$ cat src/design/s2cd_pkg.sv
`timescale 1ns / 1ps
// ----------------------------------------------------------------------------
// s2cd_pkg
// Shared types and constants for the serial-to-CAN deframer.
// ----------------------------------------------------------------------------
package s2cd_pkg;

    localparam logic [7:0] HEADER_BYTE     = 8'h24;
    localparam logic [2:0] ID_HIGH_MASK    = 3'h7;
    localparam int         LEN_SHIFT       = 3;
    localparam int         MAX_FRAME_BYTES = 8;

    localparam logic [1:0] PH_HUNT = 2'd0;
    localparam logic [1:0] PH_LEN  = 2'd1;
    localparam logic [1:0] PH_IDLO = 2'd2;
    localparam logic [1:0] PH_DATA = 2'd3;

    typedef struct packed {
        logic [7:0] rx_byte;
        logic       burst_end;
    } t_in_item;

    typedef struct packed {
        logic [10:0] frame_id;
        logic [3:0]  frame_len;
        logic [63:0] frame_data;
    } t_out_item;

    typedef struct packed {
        logic [1:0]  phase;
        logic [4:0]  bytes_left;
        logic [10:0] ident;
        logic [63:0] gather_buf;
        logic [3:0]  gather_count;
    } t_state;

endpackage

$ cat src/design/s2cd_step.sv
`timescale 1ns / 1ps
// ----------------------------------------------------------------------------
// s2cd_step
// Next-state and frame logic for one received byte.
// ----------------------------------------------------------------------------
module s2cd_step
    import s2cd_pkg::*;
(
    input  t_state    i_state,
    input  t_in_item  i_item,
    output t_state    o_state,
    output logic      o_emit,
    output t_out_item o_frame
);

    logic [3:0]  w_count_inc;
    logic [4:0]  w_left_dec;
    logic [63:0] w_buf_ins;

    assign w_count_inc = i_state.gather_count + 4'd1;
    assign w_left_dec  = i_state.bytes_left - 5'd1;

    // Drop the byte into the lane picked by the current fill count.
    always_comb begin
        w_buf_ins = i_state.gather_buf;
        for (int k = 0; k < MAX_FRAME_BYTES; k++) begin
            if (i_state.gather_count[2:0] == 3'(k)) begin
                w_buf_ins[8*k +: 8] = i_state.gather_buf[8*k +: 8] | i_item.rx_byte;
            end
        end
    end

    always_comb begin
        o_state            = i_state;
        o_emit             = 1'b0;
        o_frame.frame_id   = i_state.ident;
        o_frame.frame_len  = w_count_inc;
        o_frame.frame_data = w_buf_ins;
        unique case (i_state.phase)
            PH_HUNT: begin
                if (i_item.rx_byte == HEADER_BYTE) begin
                    o_state.phase = PH_LEN;
                end
            end
            PH_LEN: begin
                o_state.bytes_left = i_item.rx_byte[7:LEN_SHIFT];
                if (i_item.rx_byte[7:LEN_SHIFT] == 5'd0) begin
                    o_state.phase = PH_HUNT;
                end else begin
                    o_state.ident = {i_item.rx_byte[2:0] & ID_HIGH_MASK, 8'd0};
                    o_state.phase = PH_IDLO;
                end
            end
            PH_IDLO: begin
                o_state.ident        = i_state.ident | {3'd0, i_item.rx_byte};
                o_state.phase        = PH_DATA;
                o_state.gather_buf   = '0;
                o_state.gather_count = '0;
            end
            PH_DATA: begin
                if (i_state.bytes_left == 5'd0) begin
                    // nothing declared is left: drop the byte, back to the hunt
                    o_state.phase        = PH_HUNT;
                    o_state.gather_buf   = '0;
                    o_state.gather_count = '0;
                end else begin
                    o_state.bytes_left   = w_left_dec;
                    o_state.gather_buf   = w_buf_ins;
                    o_state.gather_count = w_count_inc;
                    if (w_left_dec == 5'd0) begin
                        o_state.phase = PH_HUNT;
                    end
                    if (w_left_dec == 5'd0 || w_count_inc >= 4'(MAX_FRAME_BYTES) ||
                        i_item.burst_end) begin
                        o_emit               = 1'b1;
                        o_state.gather_buf   = '0;
                        o_state.gather_count = '0;
                    end
                end
            end
            default: begin
                o_state.phase = PH_HUNT;
            end
        endcase
    end

endmodule

$ cat src/design/serial_to_can_deframer.sv
`timescale 1ns / 1ps
// ----------------------------------------------------------------------------
// serial_to_can_deframer
// Cuts a serial byte stream into CAN frames: header hunt, length and
// identifier bytes, then payload gathered into frames of up to eight bytes.
// ----------------------------------------------------------------------------
// Path: the request that completes a frame passes the input register, then
//   the result register, before the frame shows on the output.
// Throughput: one byte per cycle; only a stalled result register holds the
//   input side, and even then the input register still takes one request.
// Reset: synchronous, active low; clears the handshake state and returns
//   the deframer to the header hunt with empty identifier and frame buffer.
// ----------------------------------------------------------------------------
module serial_to_can_deframer
    import s2cd_pkg::*;
(
    input  logic      i_clk,
    input  logic      i_rst_n,
    input  logic      i_in_valid,
    output logic      o_in_ready,
    input  t_in_item  i_in_data,
    output logic      o_out_valid,
    input  logic      i_out_ready,
    output t_out_item o_out_data
);

    // Input register: holds one request until the step logic consumes it.
    logic      r_in_valid;
    t_in_item  r_in_data;

    // Deframer state carried between requests.
    t_state    r_state;

    // Result register.
    logic      r_out_valid;
    t_out_item r_out_data;

    t_state    n_state;
    logic      w_emit;
    t_out_item w_frame;
    logic      w_adv;
    logic      w_proc;
    logic      w_in_fire;

    // Advance the pipeline whenever the result register is free or draining.
    assign w_adv      = !r_out_valid || i_out_ready;
    assign w_proc     = r_in_valid && w_adv;
    assign o_in_ready = !r_in_valid || w_adv;
    assign w_in_fire  = i_in_valid && o_in_ready;

    s2cd_step u_step (
        .i_state (r_state),
        .i_item  (r_in_data),
        .o_state (n_state),
        .o_emit  (w_emit),
        .o_frame (w_frame)
    );

    // Input stage: load on accept, drop once consumed.
    always_ff @(posedge i_clk) begin
        if (!i_rst_n) begin
            r_in_valid <= 1'b0;
        end else if (w_in_fire) begin
            r_in_valid <= 1'b1;
        end else if (w_adv) begin
            r_in_valid <= 1'b0;
        end
    end

    always_ff @(posedge i_clk) begin
        if (w_in_fire) begin
            r_in_data <= i_in_data;
        end
    end

    // State update: one request consumed per advancing cycle.
    always_ff @(posedge i_clk) begin
        if (!i_rst_n) begin
            r_state <= '0;
        end else if (w_proc) begin
            r_state <= n_state;
        end
    end

    // Result stage: capture a finished frame, hold it while stalled.
    always_ff @(posedge i_clk) begin
        if (!i_rst_n) begin
            r_out_valid <= 1'b0;
        end else if (w_adv) begin
            r_out_valid <= w_proc && w_emit;
        end
    end

    always_ff @(posedge i_clk) begin
        if (w_proc && w_emit) begin
            r_out_data <= w_frame;
        end
    end

    assign o_out_valid = r_out_valid;
    assign o_out_data  = r_out_data;

    // A held frame always carries between one and eight bytes.
    a_frame_len: assert property (@(posedge i_clk) disable iff (!i_rst_n)
        o_out_valid |-> (o_out_data.frame_len != 4'd0 &&
                         o_out_data.frame_len <= 4'(MAX_FRAME_BYTES)))
        else $error("frame length out of range");

    // Payload phase is only entered with bytes still declared.
    a_data_left: assert property (@(posedge i_clk) disable iff (!i_rst_n)
        r_state.phase == PH_DATA |-> r_state.bytes_left != 5'd0)
        else $error("payload phase with no bytes left");

    // A full buffer is always flushed in the same step.
    a_gather_cnt: assert property (@(posedge i_clk) disable iff (!i_rst_n)
        r_state.gather_count < 4'(MAX_FRAME_BYTES))
        else $error("gather count overflow");

    // In the hunt and length phases no bytes are gathered.
    a_idle_buf: assert property (@(posedge i_clk) disable iff (!i_rst_n)
        (r_state.phase == PH_HUNT || r_state.phase == PH_LEN) |->
            r_state.gather_count == 4'd0)
        else $error("bytes held outside payload phase");

    // Reset returns to the header hunt.
    a_reset_hunt: assert property (@(posedge i_clk)
        !i_rst_n |=> (r_state.phase == PH_HUNT && !r_out_valid))
        else $error("reset did not return to hunt");

endmodule

$ cat config.mk
export PLATFORM = sky130hd
export DESIGN_NAME = serial_to_can_deframer
export DESIGN_NICKNAME = d
export VERILOG_FILES = /design/src/design/s2cd_pkg.sv /design/src/design/s2cd_step.sv /design/src/design/serial_to_can_deframer.sv
export SDC_FILE = /design/constraint.sdc
export NUM_CORES = 1
export LEC_CHECK = 0
export ABC_AREA = 1
export ABC_CLOCK_PERIOD_IN_PS = 5700
export BUFFER_PORTS_ARGS = -buffer_cell sky130_fd_sc_hd__buf_4
export CORE_UTILIZATION = 50
export DETAILED_ROUTE_END_ITERATION = 8
export GPL_ROUTABILITY_DRIVEN = 1
export PLACE_DENSITY = 0.7
export SYNTH_ARGS = -nofsm -noshare
export SYNTH_HDL_FRONTEND = slang
export SYNTH_HIERARCHICAL = 1
export SYNTH_SLANG_ARGS = --single-unit
$ cat constraint.sdc
create_clock -name i_clk -period 5.7 [get_ports i_clk]
set_input_delay 0 -clock i_clk [delete_from_list [all_inputs] [get_ports i_clk]]
set_output_delay 0 -clock i_clk [all_outputs]
set_load 0.01 [all_outputs]
==> results of run 1 <==
## final timing paths
path	end	slack, ns
worst max-delay path	o_out_data[40]	2.51
worst min-delay path	r_state[24]	0.21
worst max register to register	o_out_data[40]	2.51
worst min register to register	o_out_data[73]	0.46
## cell usage after synthesis
cell type,n
buf_6,4
a21boi_0,1
o221ai_1,4
edfxtp_1,88
ha_1,13
nand4_1,2
o21ai_1,11
nand3_2,1
inv_2,2
buf_2,42
nor2_2,2
buf_4,20
nand2_1,249
nor2_1,105
a21oi_1,105
a22oi_1,1
xor2_1,2
clkbuf_1,15
o21bai_1,48
o21ai_0,32
buf_1,2
o211ai_1,2
inv_1,127
o21ai_2,30
nor3_1,1
nand3_1,94
nand2_2,1
o21a_1,8
dfxtp_1,88
clkinv_1,5
## report_power, final
group	leakage, nW	internal [mW]	switching [mW]
registers	1.50	1.38	0.0432
logic	2.25	0.117	0.203
clock network	0.258	0.596	0.493
total	4.01	2.09	0.739
## through the flow
stage               utilization [%]  area (um^2)  power, mW  instances
floorplan                         -         8890       1.69       1105
CTS                            58.4        10100       2.85       1389
finish                         58.4        10100       2.83       1389
global placement               54.6         9470       1.75       1346
global route                   58.4        10100       2.95       1389
detailed placement             54.6         9470       1.75       1346
## worst min-delay path: cells and delay by family
| kind | cells | cell delay (ns) |
|---|---|---|
| and+or+nand+nor | 2 | 0.21 |
| buffers and inverters | 1 | 0.39 |
## per-layer routing
layer	GRT usage, %	routed length [um]	share of wire (%)	vias to the layer above
met4	10.7	561	2.7	0
met1	33.0	9780	47	3465
li1	-	-	-	3682
met5	0	0	0	-
met3	4.26	1110	5.3	41
met2	36.2	9440	45	219
## area by class of cell
class	instances	share of cell area, %
sequential	176	43.5
multi-input combinational	712	34.9
timing repair buffer	110	8.42
inverter	134	4.97
clock buffer	17	4.20
tap	225	2.78
clock inverter	15	1.20
## state kept, by name (all words and copies together) (netlist names)
signal	flops
r_state	86
o_out_data	79
r_in_data	9
o_out_valid	1
r_in_valid	1
## placed cells by master, fill, tap and decap left out, types with 8 or more instances in the layout
master and count:
nand2_1 248, inv_1 127, a21oi_1 105, nor2_1 103
buf_4 99, nand3_1 94, edfxtp_1 88, dfxtp_1 87
o21bai_1 48, o21ai_0 32, o21ai_2 30, clkbuf_16 17
ha_1 13, dlygate4sd3_1 11, o21ai_1 11, clkinv_1 8
o21a_1 8
## cells by family after synthesis
| group | Yosys count |
|---|---|
| AND/OR/NAND/NOR | 455 |
| AO/OA/AOI/OAI | 242 |
| buffers and inverters | 217 |
| flip-flops | 176 |
| adder cells (fa/ha/maj) | 13 |
| XOR/XNOR | 2 |
## repair_timing
action / CTS / global route
gates resized for setup: 0 / 0
hold buffers: 11 / 0
buffers inserted: 0 / 0
hold endpoints to repair: 10 / 0
==> impl_metrics.toml, run 1 <==
[clock_network]
cts_tree = "yes"
clk_pin_slew_ns = 0.06
cts_inserted_buffers = 17
cts_sinks = 176
clock_path_buffers = 2
htree_levels = 4
clockRootBuffer = "clkbuf_16"
clock_latency_ns = 0.43

[timing]
setup_tns_ns = 0
rsz0062_at_grt = "false"
worstMarginPinSlew_ns = 1.04
final_max_slew_viol_count = 0
finClkSkew_ns = 0.00720
finalHoldViolCount = 0
relSlewSlack_pct = 30.7
fin_ws_ns = 2.51
hold-worst-slack_ns = 0.213
fmax_ghz = 0.314
setup_viol = 0
fin_crit_ns = 3.19
period_share_pct = 55.9

[die]
start_util_pct = 51.2
ioPinCount = 94
die_h_um = 135
num_rows = 48
die-area_mm2 = 0.0183
core_mm2 = 0.0174
die_w_um = 135

[global_routing]
grt_max_degree = 93
grt_pass1_wl_um = 33700
groute.usage.overall_pct = 23.8
grt-ovfl-total = 0
antenna_found_initial = 0
first_global_vias = 6570

[pwr]
p_per_area_mw_per_mm2 = 279
ir_drop_v = 0.000222
p_leak_nw = 4.01

[hold_path]
holdPathStages = 3
hold_path_class = "in -> reg"
hold_start = "i_rst_n"

[critical_path]
worst-path-buf-inv = 3
r2r_start = "r_state[79]"
start_kind = "flop"
critPathTopFamily = "simple AND/OR/NAND/NOR gates"
cp_slowest_cell = "nor2_4"
r2r_cells = 10
startpoint = "r_state[79]"
crit_cells = 10
path_class = "reg -> reg"
cp.arrival_ns = 3.26
crit_path_max_incr_delay_ns = 0.80
path_cells = "inv_1, ha_1, nand2_1, nand3_1, nor2_1, nand2_1, a21oi_1, inv_1, nor2_4, buf_4"
endpoint_kind = "flop"
cp_max_fo = 40
cp.required_ns = 5.77

[detailed_routing]
wirelength_um = 20900
wl_per_cell_um = 15.0
drc_errors = 0
antenna_left = 0
vias = 7407
vias_per_cell = 5.33
dr.pass1.iters = 5
detail_route.iter0.violations = 758

[placed_design]
io_buffers = 93
dp_hpwl_um = 11900
dp_slack_ns = 2.48
gp_congestion = 0.832

[yosys]
synthMuxAreaShare_pct = 0
synth.avg_cell_area_um2 = 8.05
synth_cell_type_count = 30
yosys.area_share.simple_pct = 20.8
synth_top_family_by_area = "simple AND/OR/NAND/NOR gates"
seq_area_frac_synth_pct = 49.5
yosys.area.top_type_share_pct = 29.7
synth-adder-area-share_pct = 1.83
synth_top_cell_by_area = "edfxtp_1"
synth-compound-area-share_pct = 16.7
synth-xor-area-share_pct = 0.197
yosys_warnings = 6
synth_cells = 1105
synth.area.top_cells = "edfxtp_1 (30%), dfxtp_1 (20%), nand2_1 (11%)"
ys_seq_elements = 176
netlist_area_mm2 = 0.00889
syn_nets = 1131

[layout]
layout.area.seq_mm2 = 0.00441
nets = 1177
n_antenna_cell = 0
multi_input_area_mm2 = 0.00354
syn_to_final_growth_pct = 13.9
drive_above_1_share_pct = 14.4
fillCellCount = 1579

[status]
outcome = "complete, no violations"

[run]
cap_violations = 0
Note: power is estimated with default switching activity, not from simulation.
==> run 2, diff against run 1 <==
ABC_AREA = 0   (was 1)
ABC_CLOCK_PERIOD_IN_PS = 3350   (was 5700)
clock period = 3.35 ns   (was 5.7 ns; I/O delays follow)
==> run 2 against run 1 <==
Clock skew up 0.0085 ns. Worst setup slack worse by 1.7 ns. Sequential power up 61%. Wire length down 15%. Count of clock-buffer cells in the layout unchanged. Design area down 4.0%. Fmax up 25%. Flip-flop and latch count unchanged. Global-route usage down 2.7 points. Via count down 18%. Total power up 53%. Highest routed layer unchanged.
==> impl_metrics.toml, run 2 <==
[status]
outcome = "complete, no violations"

[run]
cap_violations = 0

[timing]
fin_crit_ns = 2.54
final_max_slew_viol_count = 0
worstMarginPinSlew_ns = 0.802
setup_tns_ns = 0
rsz0062_at_grt = "false"
fmax_ghz = 0.394
fin_ws_ns = 0.809
period_share_pct = 75.8
relSlewSlack_pct = 46.6
setup_viol = 0
finClkSkew_ns = 0.0157
finalHoldViolCount = 0

[clock_network]
ctsResizeCount = 0
htree_levels = 4
clockRootBuffer = "clkbuf_16"
clock_path_buffers = 2
cts_inserted_buffers = 17
cts_tree = "yes"
cts_sinks = 176
clock_latency_ns = 0.44
clk_pin_slew_ns = 0.07
cts_setup_buffers = 0

[layout]
drive_above_1_share_pct = 18.4
layout_commonest_cell = "nand2_1"
nets = 968
syn_to_final_growth_pct = 15.7
n_antenna_cell = 0
utilization_pct = 58.9
final_cell_mix = "nand2_1 (246), buf_4 (103), edfxtp_1 (88), dfxtp_1 (88), mux2i_1 (86)"
reg.largest.list = "r_state: 86 flops, o_out_data: 79 flops, r_in_data: 9 flops"
largest_reg_flops = 86
largest-register = "r_state"

[die]
start_util_pct = 50.9
die-area_mm2 = 0.0173
die_w_um = 132
die_h_um = 132
core_mm2 = 0.0165
num_rows = 47
ioPinCount = 94

[global_routing]
antenna_found_initial = 0
grt_max_degree = 69
grt-ovfl-total = 0
groute.usage.overall_pct = 21.1
grt_pass1_wl_um = 28500
first_global_vias = 5480

[critical_path]
cp_slowest_cell = "buf_4"
path_cells = "inv_1, ha_1, xnor2_1, nand4_2, a21oi_1, nand2_1, nor2_4, buf_4"
cp.required_ns = 3.41
critPathTopFamily = "buffers and inverters"
r2r_start = "r_state[79]"
start_kind = "flop"
crit_path_max_incr_delay_ns = 0.49
cp.arrival_ns = 2.60
cp_max_fo = 46
endpoint_kind = "flop"
path_class = "reg -> reg"
reg2reg_to = "o_out_data[32]"
worst-path-buf-inv = 2
r2r_cells = 8
regToRegSetupSlack_ns = 0.81

[yosys]
synth_commonest_cells = "nand2_1 (246), dfxtp_1 (88), edfxtp_1 (88)"
synth_cell_type_count = 44
synth.avg_cell_area_um2 = 9.55
synth_edf_count = 88
yosysMostFrequentCell = "nand2_1"
ys_seq_elements = 176
synth_cells = 880
synth_top_cell_by_area = "edfxtp_1"
netlist_area_mm2 = 0.00840
synth_ff_type = "edfxtp_1"
syn_nets = 906
yosys.area.top_type_share_pct = 31.4
seq_area_frac_synth_pct = 52.4
yosys_warnings = 6
synth.area.top_cells = "edfxtp_1 (31%), dfxtp_1 (21%), nand2_1 (11%)"
async_flop_share_pct = 0

[placed_design]
dp_slack_ns = 0.842
gp_congestion = 0.772
dp_hpwl_um = 10500
io_buffers = 93

[detailed_routing]
vias = 6085
detail_route.iter0.violations = 502
vias_per_cell = 5.18
antenna_left = 0
dr.pass1.iters = 5
wirelength_um = 17700
drc_errors = 0
wl_per_cell_um = 15.1

[hold_path]
hold_path_class = "in -> reg"
hold_start = "i_out_ready"
holdPathStages = 4
min_to = "o_out_valid"

[pwr]
total_power_mw = 4.33
ir_drop_v = 0.000365
p_per_area_mw_per_mm2 = 446
p_leak_nw = 4.05
-- run 2: cell count changes after synthesis, moves of 9 or more --
cell / before / now
buf_2: 42 / 2
a21oi_1: 105 / 76
mux2i_1: 0 / 86
nor2_1: 105 / 15
nand3_1: 94 / 2
inv_1: 127 / 74
clkbuf_1: 15 / 43
o21ai_1: 11 / 0
nor2b_1: 0 / 9
o21bai_1: 48 / 0
-- run 2: how the worst max path moves through the flow --
stage | from | to | slack, ns | cells past startpoint
after detailed placement | r_state[79] | o_out_data[43] | 0.84 | 8
after global routing | r_state[79] | o_out_data[32] | 0.57 | 8
after global placement | r_state[79] | o_out_data[62] | 0.90 | 8
after CTS | r_state[79] | o_out_data[48] | 0.83 | 8
final | r_state[79] | o_out_data[32] | 0.81 | 8
after floorplan | r_state[79] | o_out_data[0] | 0.39 | 7
-- run 2: stage by stage --
stage	std cells	area (um^2)	hold slack [ns]
after floorplan	880	8410	0.0989
after global placement	1132	9050	0.179
after detailed placement	1132	9050	0.179
after CTS	1175	9730	0.0421
after global routing	1175	9730	0.0601
final	1175	9730	0.0628
-- run 2: tightest hold or removal path, stage by stage --
cell     delay (ns)
buf_4          0.09
nor2b_4        0.06
a21oi_1        0.23
nor2b_1        0.08
-- run 2: power by group --
part           internal [mW]  leakage (nW)  switching (mW)
Sequential              2.25          1.60          0.0372
Combinational         0.0532          2.18          0.0872
Clock                   1.03         0.269           0.871
-- run 2: what timing repair did --
action	in CTS	in global routing
endpoints found under the hold margin	10	0
hold buffers	11	0
endpoints found under the setup margin	0	0
-- run 2: cell families (layout without fill, tap and decap cells) --
family                     Yosys count  in the layout  synth area share (%)
AOI/OAI and AO/OA                  166            166                  12.2
xor gates and xnor gates             2              2                 0.208
adders and majority gates           13             13                  1.94
muxes                               87             87                  10.4
buffers and inverters              147            222                  8.79
DFF                                176            176                  52.4
and+or+nand+nor                    289            289                  14.1
-- run 2: per-layer routing --
metal	up-vias	routed length, um	track usage [%]
li1	3049	-	-
met1	2855	8420	30.1
met2	156	8260	31.5
met3	25	741	4.98
met4	0	265	6.91
met5	-	0	0
-- run 2: layout make-up --
class	count	area, um^2
clock inverters	15	136
well taps	220	275
inverters	74	278
repair buffers	116	923
multi-input cells	557	3280
fillers	1406	6800
clock buffers	17	425
flip-flops and latches	176	4400
==> run 3, diff against run 2 <==
ABC_CLOCK_PERIOD_IN_PS = 2600   (was 3350)
clock period = 2.6 ns   (was 3.35 ns; I/O delays follow)
==> run 3 against run 2 <==
Largest cell class unchanged. Cell count increased by 0.68%. Wire length grew 0.61%. Critical path type unchanged. Clock power increased by 41%. Flip-flop and latch count did not move. Worst hold slack better by 0.10 ns. First-iteration DRC count shrank 0.60%. Total power is 34% higher. Critical path depth shrank 2.
==> impl_metrics.toml, run 3 (synthesized netlist as in run 2, its figures left out) <==
[layout]
layout_commonest_cell = "nand2_1"
n_antenna_cell = 0
final_cell_mix = "nand2_1 (246), buf_4 (105), edfxtp_1 (88)"
drive_above_1_share_pct = 20.1
syn_to_final_growth_pct = 18.5
reg.largest.list = "r_state: 86 flops, o_out_data: 79 flops, r_in_data: 9 flops"
fin_area_mm2 = 0.00996
fillCellCount = 1379
largest_reg_flops = 86
largest-register = "r_state"
nets = 976

[timing]
fin_ws_ns = 0.454
finClkSkew_ns = 0.00651
finalHoldViolCount = 0
hold-worst-slack_ns = 0.165
period_share_pct = 82.5
fin_crit_ns = 2.15
fmax_ghz = 0.466
setup_viol = 0
final_max_slew_viol_count = 0
worstMarginPinSlew_ns = 0.769
setup_tns_ns = 0
relSlewSlack_pct = 48.7
rsz0062_at_grt = "false"

[die]
die-area_mm2 = 0.0173
die_h_um = 132
core_mm2 = 0.0165
ioPinCount = 94
start_util_pct = 50.9
num_rows = 47
die_w_um = 132

[pwr]
p_per_area_mw_per_mm2 = 584
net-switching-power_mw = 1.23
sw_frac_of_total_pct = 21.1
total_power_mw = 5.82
power_frac_clock_pct = 46.0
ir_drop_v = 0.000487
p_leak_nw = 4.15
p_seq_share_pct = 50.1
p_int_mw = 4.59
p_comb_share_pct = 3.9

[detailed_routing]
drc_errors = 0
wirelength_um = 17800
dr.pass1.iters = 5
vias_per_cell = 5.18
wl_per_cell_um = 15.0
antenna_left = 0
detail_route.iter0.violations = 499
vias = 6127

[critical_path]
start_kind = "flop"
cp.arrival_ns = 2.24
cp.required_ns = 2.69
r2r_start = "r_state[84]"
path_cells = "ha_1, o41ai_2, a21oi_2, nand2_1, nor2_4, buf_12"
path_class = "reg -> reg"
worst-path-buf-inv = 1
crit_path_max_incr_delay_ns = 0.39
endpoint_kind = "flop"
cp_max_fo = 69
cp_slowest_cell = "dfxtp_1"
startpoint = "r_state[84]"
critPathTopFamily = "compound AO/OA/AOI/OAI gates"

[clock_network]
cts_inserted_buffers = 17
htree_levels = 4
cts_setup_buffers = 0
clock_latency_ns = 0.44
clk_pin_slew_ns = 0.06
cts_tree = "yes"
clock_path_buffers = 2
cts_sinks = 176
clockRootBuffer = "clkbuf_16"

[placed_design]
dp_hpwl_um = 11000
gp_congestion = 0.784
dp_slack_ns = 0.485
io_buffers = 93
placed_area_mm2 = 0.00922

[global_routing]
antenna_found_initial = 0
first_global_vias = 5651
grt_max_degree = 77
grt-ovfl-total = 0
grt_pass1_wl_um = 28600
groute.usage.overall_pct = 21.2

[status]
outcome = "complete, no violations"

[hold_path]
hold_start = "i_rst_n"
hold_path_class = "in -> reg"

[run]
cap_violations = 0
run 3: changes by cell type in the layout (fill, tap and decap cells not counted), sizes merged:
cell / change
buf: +7
bufinv: +3
inv: -3
clkbuf: +1
clkinvlp: -1
dlygate4sd3: +1
run 3: final cells by class:
type / count / area [um^2] / share of cell area [%]
clock inverter: 14 / 188 / 1.88
multi-input combinational: 557 / 3320 / 33.4
inverter: 74 / 278 / 2.79
clock buffer: 18 / 429 / 4.31
timing repair buffer: 124 / 1050 / 10.5
tap: 220 / 275 / 2.76
sequential: 176 / 4420 / 44.4
run 3: worst reg2reg max path: cells and delay by family (launching register included):
kind	cells	cell delay, ns
AOI/OAI and AO/OA	2	0.40
adders and majority gates	1	0.37
buffers and inverters	1	0.30
DFF	1	0.39
and+or+nand+nor	2	0.25
run 3: power by group through the flow:
stage / logic [mW] / registers (mW) / clock network, mW
6_report: 0.229 / 2.91 / 2.68
5_1_grt: 0.241 / 2.91 / 2.82
4_1_cts: 0.228 / 2.91 / 2.72
3_5_place_dp: 0.214 / 2.97 / 0
3_3_place_gp: 0.214 / 2.97 / 0
2_1_floorplan: 0.145 / 2.97 / 0
run 3: what timing repair did:
action,4_1_cts,5_1_grt
resized for setup,0,0
hold buffers,12,0
endpoints found under the hold margin,11,0
run 3: layer usage:
metal | routed length, um | track usage [%] | up-vias | share of wire (%)
met3 | 729 | 4.17 | 27 | 4.1
met2 | 8330 | 33.8 | 152 | 47
met1 | 8370 | 28.1 | 2887 | 47
met5 | 0 | 0 | - | 0
li1 | - | - | 3061 | -
met4 | 364 | 8.91 | 0 | 2.0
run 3: worst paths after layout:
kind,to,slack [ns],cells past startpoint
worst max-delay path,o_out_data[75],0.45,6
worst min register to register,o_out_data[75],0.45,0
worst min-delay path,r_state[72],0.16,3
worst max register to register,o_out_data[75],0.45,6
run 3: per-stage QoR:
stage / utilization, % / instances
6_report: 60.3 / 1183
5_1_grt: 60.3 / 1183
4_1_cts: 60.3 / 1183
3_5_place_dp: 55.8 / 1139
3_3_place_gp: 55.8 / 1139
2_1_floorplan: - / 880
